--- config.mk ---
export PLATFORM = sky130hd
export DESIGN_NAME = rprop_update
export DESIGN_NICKNAME = d
export VERILOG_FILES = /design/src/hdl/rprop_pkg.sv /design/src/hdl/rprop_cfg.sv /design/src/hdl/rprop_sign.sv /design/src/hdl/rprop_scale.sv /design/src/hdl/rprop_apply.sv /design/src/hdl/rprop_update.sv
export SDC_FILE = /design/constraint.sdc
export NUM_CORES = 2
export LEC_CHECK = 0
export BUFFER_PORTS_ARGS = -buffer_cell sky130_fd_sc_hd__buf_2
export CORE_MARGIN = 1
export CORE_UTILIZATION = 40
export DETAILED_ROUTE_END_ITERATION = 8
export PLACE_DENSITY_LB_ADDON = 0.25
export SYNTH_ARGS = -nofsm -noshare
export SYNTH_HDL_FRONTEND = slang
export SYNTH_HIERARCHICAL = 1
export SYNTH_SLANG_ARGS = --single-unit
--- constraint.sdc ---
create_clock -name clk -period 8.75 [get_ports clk]
set_clock_uncertainty 0.1 [all_clocks]
set_input_delay 0.875 -clock clk [delete_from_list [all_inputs] [get_ports clk]]
set_output_delay 0.875 -clock clk [all_outputs]
set_load 0.005 [all_outputs]
--- src/hdl/rprop_pkg.sv ---
// Shared types and constants for the Rprop element update pipeline.
`default_nettype none

package rprop_pkg;

    // Configuration port geometry
    localparam int CFG_IDX_W  = 3;
    localparam int CFG_DATA_W = 32;

    // Step factors are unsigned Q4.12
    localparam int ETA_W    = 16;
    localparam int ETA_FRAC = 12;
    localparam int STEP_CFG_W = 32;

    // Register indexes of the configuration port
    localparam logic [CFG_IDX_W-1:0] REG_ETA_MINUS     = 3'd0;
    localparam logic [CFG_IDX_W-1:0] REG_ETA_PLUS      = 3'd1;
    localparam logic [CFG_IDX_W-1:0] REG_STEP_MIN      = 3'd2;
    localparam logic [CFG_IDX_W-1:0] REG_STEP_MAX      = 3'd3;
    localparam logic [CFG_IDX_W-1:0] REG_MAXIMIZE_MODE = 3'd4;

    // Reset values of the configuration registers
    localparam logic [ETA_W-1:0]      ETA_MINUS_RST = 16'd2048;
    localparam logic [ETA_W-1:0]      ETA_PLUS_RST  = 16'd4915;
    localparam logic [STEP_CFG_W-1:0] STEP_MIN_RST  = 32'd1;
    localparam logic [STEP_CFG_W-1:0] STEP_MAX_RST  = 32'd3276800;

    // Per-item control that travels down the pipeline with the data
    typedef struct packed {
        logic last;   // final element of a tensor
        logic gneg;   // effective gradient is negative
        logic move;   // parameter moves (gradient nonzero, no reversal)
        logic scale;  // step gets scaled by the selected factor
    } rprop_flags_t;

endpackage

`default_nettype wire

--- src/hdl/rprop_cfg.sv ---
// Configuration registers and derived step clamp bounds.
`default_nettype none

module rprop_cfg #(
    parameter int DATA_WIDTH = 32
) (
    input  wire logic                                 clk,
    input  wire logic                                 rst_n,
    input  wire logic                                 cfg_valid,
    input  wire logic [rprop_pkg::CFG_IDX_W-1:0]      cfg_index,
    input  wire logic [rprop_pkg::CFG_DATA_W-1:0]     cfg_data,
    output logic      [rprop_pkg::ETA_W-1:0]          eta_minus,
    output logic      [rprop_pkg::ETA_W-1:0]          eta_plus,
    output logic      [DATA_WIDTH-1:0]                step_lo,
    output logic      [DATA_WIDTH-1:0]                step_hi,
    output logic                                      maximize
);
    import rprop_pkg::*;

    logic [ETA_W-1:0]      eta_minus_reg;
    logic [ETA_W-1:0]      eta_plus_reg;
    logic [STEP_CFG_W-1:0] step_min_reg;
    logic [STEP_CFG_W-1:0] step_max_reg;
    logic                  maximize_reg;

    // Capture register writes; unknown indexes are dropped
    always_ff @(posedge clk or negedge rst_n)
    begin
        if (!rst_n)
        begin
            eta_minus_reg <= ETA_MINUS_RST;
            eta_plus_reg  <= ETA_PLUS_RST;
            step_min_reg  <= STEP_MIN_RST;
            step_max_reg  <= STEP_MAX_RST;
            maximize_reg  <= 1'b0;
        end
        else if (cfg_valid)
        begin
            unique case (cfg_index)
                REG_ETA_MINUS:     eta_minus_reg <= cfg_data[ETA_W-1:0];
                REG_ETA_PLUS:      eta_plus_reg  <= cfg_data[ETA_W-1:0];
                REG_STEP_MIN:      step_min_reg  <= cfg_data[STEP_CFG_W-1:0];
                REG_STEP_MAX:      step_max_reg  <= cfg_data[STEP_CFG_W-1:0];
                REG_MAXIMIZE_MODE: maximize_reg  <= cfg_data[0];
                default:           ;
            endcase
        end
    end

    assign eta_minus = eta_minus_reg;
    assign eta_plus  = eta_plus_reg;
    assign maximize  = maximize_reg;

    // Fit the clamp bounds to the data width, saturating when they do not fit
    generate
        if (DATA_WIDTH >= STEP_CFG_W)
        begin : g_wide
            assign step_lo = DATA_WIDTH'(step_min_reg);
            assign step_hi = DATA_WIDTH'(step_max_reg);
        end
        else
        begin : g_narrow
            assign step_lo = (|step_min_reg[STEP_CFG_W-1:DATA_WIDTH]) ?
                             {DATA_WIDTH{1'b1}} : step_min_reg[DATA_WIDTH-1:0];
            assign step_hi = (|step_max_reg[STEP_CFG_W-1:DATA_WIDTH]) ?
                             {DATA_WIDTH{1'b1}} : step_max_reg[DATA_WIDTH-1:0];
        end
    endgenerate

endmodule

`default_nettype wire

--- src/hdl/rprop_sign.sv ---
// First pipeline stage: gradient polarity, sign comparison and factor select.
`default_nettype none

module rprop_sign #(
    parameter int DATA_WIDTH = 32
) (
    input  wire logic                              clk,
    input  wire logic                              rst_n,
    input  wire logic [rprop_pkg::ETA_W-1:0]       eta_minus,
    input  wire logic [rprop_pkg::ETA_W-1:0]       eta_plus,
    input  wire logic                              maximize,
    input  wire logic                              up_valid,
    output logic                                   up_stall,
    input  wire logic [DATA_WIDTH-1:0]             param,
    input  wire logic [DATA_WIDTH-1:0]             grad,
    input  wire logic [DATA_WIDTH-1:0]             prev_grad,
    input  wire logic [DATA_WIDTH-1:0]             step,
    input  wire logic                              last,
    output logic                                   dn_valid,
    input  wire logic                              dn_stall,
    output logic      [DATA_WIDTH-1:0]             dn_param,
    output logic      [DATA_WIDTH-1:0]             dn_grad,
    output logic      [DATA_WIDTH-1:0]             dn_step,
    output logic      [rprop_pkg::ETA_W-1:0]       dn_eta,
    output rprop_pkg::rprop_flags_t                dn_flags
);
    import rprop_pkg::*;

    localparam logic [DATA_WIDTH-1:0] MOST_NEG = {1'b1, {(DATA_WIDTH-1){1'b0}}};
    localparam logic [DATA_WIDTH-1:0] MOST_POS = {1'b0, {(DATA_WIDTH-1){1'b1}}};

    logic                  valid_reg;
    logic [DATA_WIDTH-1:0] param_reg;
    logic [DATA_WIDTH-1:0] grad_reg;
    logic [DATA_WIDTH-1:0] step_reg;
    logic [ETA_W-1:0]      eta_reg;
    rprop_flags_t          flags_reg;

    logic [DATA_WIDTH-1:0] grad_next;
    logic [ETA_W-1:0]      eta_next;
    rprop_flags_t          flags_next;
    logic [DATA_WIDTH-1:0] geff;
    logic                  reversal;
    logic                  advance;

    // Negate in maximize mode, saturating the most negative value
    always_comb
    begin
        if (!maximize)
            geff = grad;
        else if (grad == MOST_NEG)
            geff = MOST_POS;
        else
            geff = -grad;
    end

    // Compare signs and pick the step factor
    always_comb
    begin
        flags_next.last  = last;
        flags_next.gneg  = geff[DATA_WIDTH-1];
        flags_next.scale = (|geff) && (|prev_grad);
        reversal         = flags_next.scale && (geff[DATA_WIDTH-1] != prev_grad[DATA_WIDTH-1]);
        flags_next.move  = (|geff) && !reversal;
        eta_next         = reversal ? eta_minus : eta_plus;
        grad_next        = reversal ? '0 : geff;
    end

    assign advance  = !valid_reg || !dn_stall;
    assign up_stall = !advance;

    // Hold on stall, otherwise load the next item
    always_ff @(posedge clk or negedge rst_n)
    begin
        if (!rst_n)
            valid_reg <= 1'b0;
        else if (advance)
            valid_reg <= up_valid;
    end

    always_ff @(posedge clk)
    begin
        if (advance && up_valid)
        begin
            param_reg <= param;
            grad_reg  <= grad_next;
            step_reg  <= step;
            eta_reg   <= eta_next;
            flags_reg <= flags_next;
        end
    end

    assign dn_valid = valid_reg;
    assign dn_param = param_reg;
    assign dn_grad  = grad_reg;
    assign dn_step  = step_reg;
    assign dn_eta   = eta_reg;
    assign dn_flags = flags_reg;

endmodule

`default_nettype wire

--- src/hdl/rprop_scale.sv ---
// Second and third pipeline stages: step times factor, then saturate and clamp.
`default_nettype none

module rprop_scale #(
    parameter int DATA_WIDTH = 32
) (
    input  wire logic                              clk,
    input  wire logic                              rst_n,
    input  wire logic [DATA_WIDTH-1:0]             step_lo,
    input  wire logic [DATA_WIDTH-1:0]             step_hi,
    input  wire logic                              up_valid,
    output logic                                   up_stall,
    input  wire logic [DATA_WIDTH-1:0]             up_param,
    input  wire logic [DATA_WIDTH-1:0]             up_grad,
    input  wire logic [DATA_WIDTH-1:0]             up_step,
    input  wire logic [rprop_pkg::ETA_W-1:0]       up_eta,
    input  wire rprop_pkg::rprop_flags_t           up_flags,
    output logic                                   dn_valid,
    input  wire logic                              dn_stall,
    output logic      [DATA_WIDTH-1:0]             dn_param,
    output logic      [DATA_WIDTH-1:0]             dn_grad,
    output logic      [DATA_WIDTH-1:0]             dn_step,
    output rprop_pkg::rprop_flags_t                dn_flags
);
    import rprop_pkg::*;

    localparam int PROD_W = DATA_WIDTH + ETA_W;

    // Multiply stage registers
    logic                  mul_valid_reg;
    logic [PROD_W-1:0]     prod_reg;
    logic [DATA_WIDTH-1:0] mul_param_reg;
    logic [DATA_WIDTH-1:0] mul_grad_reg;
    logic [DATA_WIDTH-1:0] mul_step_reg;
    rprop_flags_t          mul_flags_reg;

    // Clamp stage registers
    logic                  clp_valid_reg;
    logic [DATA_WIDTH-1:0] clp_param_reg;
    logic [DATA_WIDTH-1:0] clp_grad_reg;
    logic [DATA_WIDTH-1:0] clp_step_reg;
    rprop_flags_t          clp_flags_reg;

    logic [PROD_W-1:0]     prod_next;
    logic [DATA_WIDTH-1:0] scaled;
    logic [DATA_WIDTH-1:0] raised;
    logic [DATA_WIDTH-1:0] step_next;
    logic                  mul_advance;
    logic                  clp_advance;

    assign clp_advance = !clp_valid_reg || !dn_stall;
    assign mul_advance = !mul_valid_reg || clp_advance;
    assign up_stall    = !mul_advance;

    // Full product of step and Q4.12 factor
    assign prod_next = PROD_W'(up_step) * PROD_W'(up_eta);

    // Drop the fraction bits, saturate, then clamp low first and high last
    always_comb
    begin
        if (|prod_reg[PROD_W-1:DATA_WIDTH+ETA_FRAC])
            scaled = '1;
        else
            scaled = prod_reg[DATA_WIDTH+ETA_FRAC-1:ETA_FRAC];
        step_next = mul_flags_reg.scale ? scaled : mul_step_reg;
        raised    = (step_next < step_lo) ? step_lo : step_next;
    end

    // Advance valid bits through both stages
    always_ff @(posedge clk or negedge rst_n)
    begin
        if (!rst_n)
        begin
            mul_valid_reg <= 1'b0;
            clp_valid_reg <= 1'b0;
        end
        else
        begin
            if (mul_advance)
                mul_valid_reg <= up_valid;
            if (clp_advance)
                clp_valid_reg <= mul_valid_reg;
        end
    end

    // Load multiply stage
    always_ff @(posedge clk)
    begin
        if (mul_advance && up_valid)
        begin
            prod_reg      <= prod_next;
            mul_param_reg <= up_param;
            mul_grad_reg  <= up_grad;
            mul_step_reg  <= up_step;
            mul_flags_reg <= up_flags;
        end
    end

    // Load clamp stage
    always_ff @(posedge clk)
    begin
        if (clp_advance && mul_valid_reg)
        begin
            clp_param_reg <= mul_param_reg;
            clp_grad_reg  <= mul_grad_reg;
            clp_step_reg  <= (raised > step_hi) ? step_hi : raised;
            clp_flags_reg <= mul_flags_reg;
        end
    end

    assign dn_valid = clp_valid_reg;
    assign dn_param = clp_param_reg;
    assign dn_grad  = clp_grad_reg;
    assign dn_step  = clp_step_reg;
    assign dn_flags = clp_flags_reg;

endmodule

`default_nettype wire

--- src/hdl/rprop_apply.sv ---
// Final pipeline stage: saturating parameter move and result register.
`default_nettype none

module rprop_apply #(
    parameter int DATA_WIDTH = 32
) (
    input  wire logic                              clk,
    input  wire logic                              rst_n,
    input  wire logic                              up_valid,
    output logic                                   up_stall,
    input  wire logic [DATA_WIDTH-1:0]             up_param,
    input  wire logic [DATA_WIDTH-1:0]             up_grad,
    input  wire logic [DATA_WIDTH-1:0]             up_step,
    input  wire rprop_pkg::rprop_flags_t           up_flags,
    output logic                                   dn_valid,
    input  wire logic                              dn_stall,
    output logic      [DATA_WIDTH-1:0]             dn_param,
    output logic      [DATA_WIDTH-1:0]             dn_grad,
    output logic      [DATA_WIDTH-1:0]             dn_step,
    output logic                                   dn_last
);
    import rprop_pkg::*;

    localparam logic [DATA_WIDTH-1:0] SIGN_BIT = {1'b1, {(DATA_WIDTH-1){1'b0}}};

    logic                  valid_reg;
    logic [DATA_WIDTH-1:0] param_reg;
    logic [DATA_WIDTH-1:0] grad_reg;
    logic [DATA_WIDTH-1:0] step_reg;
    logic                  last_reg;

    logic [DATA_WIDTH-1:0] offs;
    logic [DATA_WIDTH:0]   sum;
    logic [DATA_WIDTH:0]   diff;
    logic [DATA_WIDTH-1:0] moved;
    logic                  advance;

    // Move in offset-binary form so saturation is a carry or borrow check
    always_comb
    begin
        offs = up_param ^ SIGN_BIT;
        sum  = {1'b0, offs} + {1'b0, up_step};
        diff = {1'b0, offs} - {1'b0, up_step};
        if (!up_flags.move)
            moved = offs;
        else if (up_flags.gneg)
            moved = sum[DATA_WIDTH] ? '1 : sum[DATA_WIDTH-1:0];
        else
            moved = diff[DATA_WIDTH] ? '0 : diff[DATA_WIDTH-1:0];
    end

    assign advance  = !valid_reg || !dn_stall;
    assign up_stall = !advance;

    // Hold result while stalled
    always_ff @(posedge clk or negedge rst_n)
    begin
        if (!rst_n)
            valid_reg <= 1'b0;
        else if (advance)
            valid_reg <= up_valid;
    end

    always_ff @(posedge clk)
    begin
        if (advance && up_valid)
        begin
            param_reg <= moved ^ SIGN_BIT;
            grad_reg  <= up_grad;
            step_reg  <= up_step;
            last_reg  <= up_flags.last;
        end
    end

    assign dn_valid = valid_reg;
    assign dn_param = param_reg;
    assign dn_grad  = grad_reg;
    assign dn_step  = step_reg;
    assign dn_last  = last_reg;

endmodule

`default_nettype wire

--- src/hdl/rprop_update.sv ---
// Rprop element update: four-stage pipeline, one element per clock while the result side does not stall.
// An item passes the sign, multiply, clamp and apply registers in that order before its result is valid.
// Throughput: one item per cycle while no stage stalls; each stage holds under stall and bubbles collapse.
// The step multiply (data width by 16 bits) sets the stage depth.
// Reset clears all pipeline valid bits and loads the default configuration.
`default_nettype none

module rprop_update #(
    parameter int DATA_WIDTH = 32
) (
    input  wire logic                                 clk,
    input  wire logic                                 rst_n,
    // item channel
    input  wire logic                                 item_valid,
    output logic                                      item_stall,
    input  wire logic signed [DATA_WIDTH-1:0]         param_in,
    input  wire logic signed [DATA_WIDTH-1:0]         grad_in,
    input  wire logic signed [DATA_WIDTH-1:0]         prev_grad_in,
    input  wire logic        [DATA_WIDTH-1:0]         step_in,
    input  wire logic                                 last_in,
    // result channel
    output logic                                      result_valid,
    input  wire logic                                 result_stall,
    output logic signed      [DATA_WIDTH-1:0]         param_out,
    output logic signed      [DATA_WIDTH-1:0]         prev_grad_out,
    output logic             [DATA_WIDTH-1:0]         step_out,
    output logic                                      last_out,
    // configuration write channel
    input  wire logic                                 cfg_valid,
    output logic                                      cfg_ready,
    input  wire logic        [rprop_pkg::CFG_IDX_W-1:0]  cfg_index,
    input  wire logic        [rprop_pkg::CFG_DATA_W-1:0] cfg_data
);
    import rprop_pkg::*;

    logic [ETA_W-1:0]      eta_minus;
    logic [ETA_W-1:0]      eta_plus;
    logic [DATA_WIDTH-1:0] step_lo;
    logic [DATA_WIDTH-1:0] step_hi;
    logic                  maximize;

    logic                  s1_valid;
    logic                  s1_stall;
    logic [DATA_WIDTH-1:0] s1_param;
    logic [DATA_WIDTH-1:0] s1_grad;
    logic [DATA_WIDTH-1:0] s1_step;
    logic [ETA_W-1:0]      s1_eta;
    rprop_flags_t          s1_flags;

    logic                  s3_valid;
    logic                  s3_stall;
    logic [DATA_WIDTH-1:0] s3_param;
    logic [DATA_WIDTH-1:0] s3_grad;
    logic [DATA_WIDTH-1:0] s3_step;
    rprop_flags_t          s3_flags;

    logic [DATA_WIDTH-1:0] res_param;
    logic [DATA_WIDTH-1:0] res_grad;

    // Configuration writes are always taken
    assign cfg_ready = 1'b1;

    rprop_cfg #(
        .DATA_WIDTH (DATA_WIDTH)
    ) u_cfg (
        .clk       (clk),
        .rst_n     (rst_n),
        .cfg_valid (cfg_valid),
        .cfg_index (cfg_index),
        .cfg_data  (cfg_data),
        .eta_minus (eta_minus),
        .eta_plus  (eta_plus),
        .step_lo   (step_lo),
        .step_hi   (step_hi),
        .maximize  (maximize)
    );

    rprop_sign #(
        .DATA_WIDTH (DATA_WIDTH)
    ) u_sign (
        .clk       (clk),
        .rst_n     (rst_n),
        .eta_minus (eta_minus),
        .eta_plus  (eta_plus),
        .maximize  (maximize),
        .up_valid  (item_valid),
        .up_stall  (item_stall),
        .param     (param_in),
        .grad      (grad_in),
        .prev_grad (prev_grad_in),
        .step      (step_in),
        .last      (last_in),
        .dn_valid  (s1_valid),
        .dn_stall  (s1_stall),
        .dn_param  (s1_param),
        .dn_grad   (s1_grad),
        .dn_step   (s1_step),
        .dn_eta    (s1_eta),
        .dn_flags  (s1_flags)
    );

    rprop_scale #(
        .DATA_WIDTH (DATA_WIDTH)
    ) u_scale (
        .clk      (clk),
        .rst_n    (rst_n),
        .step_lo  (step_lo),
        .step_hi  (step_hi),
        .up_valid (s1_valid),
        .up_stall (s1_stall),
        .up_param (s1_param),
        .up_grad  (s1_grad),
        .up_step  (s1_step),
        .up_eta   (s1_eta),
        .up_flags (s1_flags),
        .dn_valid (s3_valid),
        .dn_stall (s3_stall),
        .dn_param (s3_param),
        .dn_grad  (s3_grad),
        .dn_step  (s3_step),
        .dn_flags (s3_flags)
    );

    rprop_apply #(
        .DATA_WIDTH (DATA_WIDTH)
    ) u_apply (
        .clk      (clk),
        .rst_n    (rst_n),
        .up_valid (s3_valid),
        .up_stall (s3_stall),
        .up_param (s3_param),
        .up_grad  (s3_grad),
        .up_step  (s3_step),
        .up_flags (s3_flags),
        .dn_valid (result_valid),
        .dn_stall (result_stall),
        .dn_param (res_param),
        .dn_grad  (res_grad),
        .dn_step  (step_out),
        .dn_last  (last_out)
    );

    assign param_out     = res_param;
    assign prev_grad_out = res_grad;

endmodule

`default_nettype wire

==> impl_metrics.csv <==
group,metric,value,unit
outcome,status,"finished clean",
clock_network,cts_hold_buf,0,
yosys,netlist_area,42400,um2
yosys,synth-warning-count,6,
setup_path,r2r_setup_slack,1.57,ns
global_routing,grt_pass1_wl,179,mm
global_routing,grt_max_degree,86,
sta,hold_violations,0,
floorplan,core-area,105000,um2
placement,routabilityCongestion,0.906,
global_routing,grt_usage,21.8,%
sta,fin_tns_setup,0,ns
clock_network,cts_max_level,2,
finish,largest_reg_flops,36,
sta,finalSetupViolCount,0,
setup_path,slowest_delay,1.17,ns
finish,area_growth,11.0,%
route,drc,0,
clock_network,ctsLongestPathBuffers,3,
placement,hpwl,87.0,mm
finish,drive_gt1_share,15.7,%
floorplan,io_pins,269,
finish,mostFrequentLayoutCell,"inv_1",
job,cap_violations,0,
route,vias_per_cell,5.30,
yosys,syn_inst,3847,
setup_path,cp_data_required_time,9.05,ns
sta,grt_setup_unrepaired,"false",
global_routing,grt_overflow_total,0,
global_routing,first_global_vias,29700,
setup_path,crit_type,"flip-flop to flip-flop",
floorplan,die_w,328,um
placement,placement.io_buffers,267,
route,wire_per_inst,21.2,um
worst_hold_path,hold_path_class,"primary input to async pin",
clock_network,post_cts_resized,0,
yosys,synth_nets,4681,
route,antenna_left,0,
clock_network,clock-root-buffer,"clkbuf_16",
finish,nFillCells,9935,
floorplan,initial_core_util,40.3,%
setup_path,crit_path_frequent_cell,"fa_1",
finish,seq_area,16000,um2
setup_path,rr_endpoint,"u_scale/prod_reg[35]",
finish,multiInputGateArea,23400,um2
sta,period_share,82.1,%
clock_network,clkSlewWorstSetupHoldPaths,0.06,ns
setup_path,arrival,7.49,ns
global_routing,antenna_found_initial,14,
floorplan,dieArea,107000,um2
setup_path,crit_path_max_fanout,24,
setup_path,slowest_stage,"edfxtp_1",
setup_path,cp-end-kind,"flip-flop",
sta,drv_slew,0,
clock_network,cts_buffers,61,
setup_path,critical_path.endpoint,"u_scale/prod_reg[35]",
setup_path,startpoint_type,"flip-flop",
sta,slew_headroom,7.03,%
floorplan,rows,119,
sta,tightest_slew,1.39,ns
setup_path,crit_chain,"buf_4 > nand2_1 > fa_1 > inv_1 > fa_1 > inv_1 > fa_1 > inv_1 > fa_1 > fa_1 > inv_1 > fa_1 > inv_1 > ha_1 > nand3_1 > nor2_1 > nand4b_1 > or3b_1 > and2_1 > o21ai_0 > a21oi_1 > xnor2_1",
sta,fmax,139,MHz
clock_network,worstSkewPairLatency,0.69,ns
route,wl,116,mm
route,vias,29100,
clock_network,cts_tree,"done",
clock_network,cts_setup_buffers,0,
yosys,synth_area_per_cell,11.0,um2
route,dr.pass1.iters,6,
finish,layout_common_cells,"inv_1, edfxtp_1, fa_1",
route,drtIter0Drc,2092,
floorplan,die_h,328,um
finish,final_nets,4869,
clock_network,clock-sinks,549,
sta,min_period,7.18,ns
setup_path,timing.rr.start,"u_sign/dn_eta[7]",
setup_path,critPathLaunch,"u_sign/dn_eta[7]",
setup_path,r2r_cells,22,
final cells by class:
type | count | area share, %
timing repair buffer | 310 | 3.56
clock buffer | 87 | 3.54
antenna | 6 | 0.0319
sequential | 549 | 34.0
inverter | 586 | 4.68
multi-input combinational | 2527 | 49.8
tap | 1391 | 3.70
clock inverter | 28 | 0.702
critical path: cells and delay by family (launching register included):
family                     cells  cell delay, ns
adders and majority gates      7            3.31
and+or+nand+nor                6            1.26
DFF                            1            1.17
buffers and inverters          6            0.51
AOI/OAI and AO/OA              2            0.44
xor gates and xnor gates       1            0.13
routing by layer:
layer  part of all wire (%)  vias up  GRT usage, %
met5                  0.038        -             0
met4                    2.3        8          5.48
met3                    5.8      152          2.73
met2                     47      903          35.7
met1                     45    14700          30.7
li1                       -    13300             -
per-stage QoR:
stage | instance area [um2] | utilization [%] | instances | setup WS [ns] | hold WS, ns
final | 47000 | 44.8 | 5484 | 1.57 | 0.106
after global routing | 47000 | 44.7 | 5481 | 1.21 | 0.118
after CTS | 47000 | 44.7 | 5478 | 1.56 | 0.0868
after detailed placement | 45000 | 42.8 | 5363 | 1.60 | 0.305
after global placement | 45000 | 42.8 | 5363 | 1.73 | 0.300
after floorplan | 42400 | - | 3847 | 1.55 | 0.300
worst min-delay path by stage:
stage | end | slack, ns | startpoint
after floorplan | u_apply/dn_grad[0] | 0.30 | u_scale/dn_grad[0]
after global placement | u_scale/dn_grad[23] | 0.30 | u_scale/mul_grad_reg[23]
after detailed placement | u_apply/dn_grad[11] | 0.30 | u_scale/dn_grad[11]
after CTS | u_apply/dn_valid | 0.09 | rst_n
after global routing | u_sign/dn_valid | 0.12 | rst_n
final | u_sign/dn_valid | 0.11 | rst_n
Power is not shown: default switching activity piles up to over one toggle a cycle in this logic, so the estimate is an artifact.
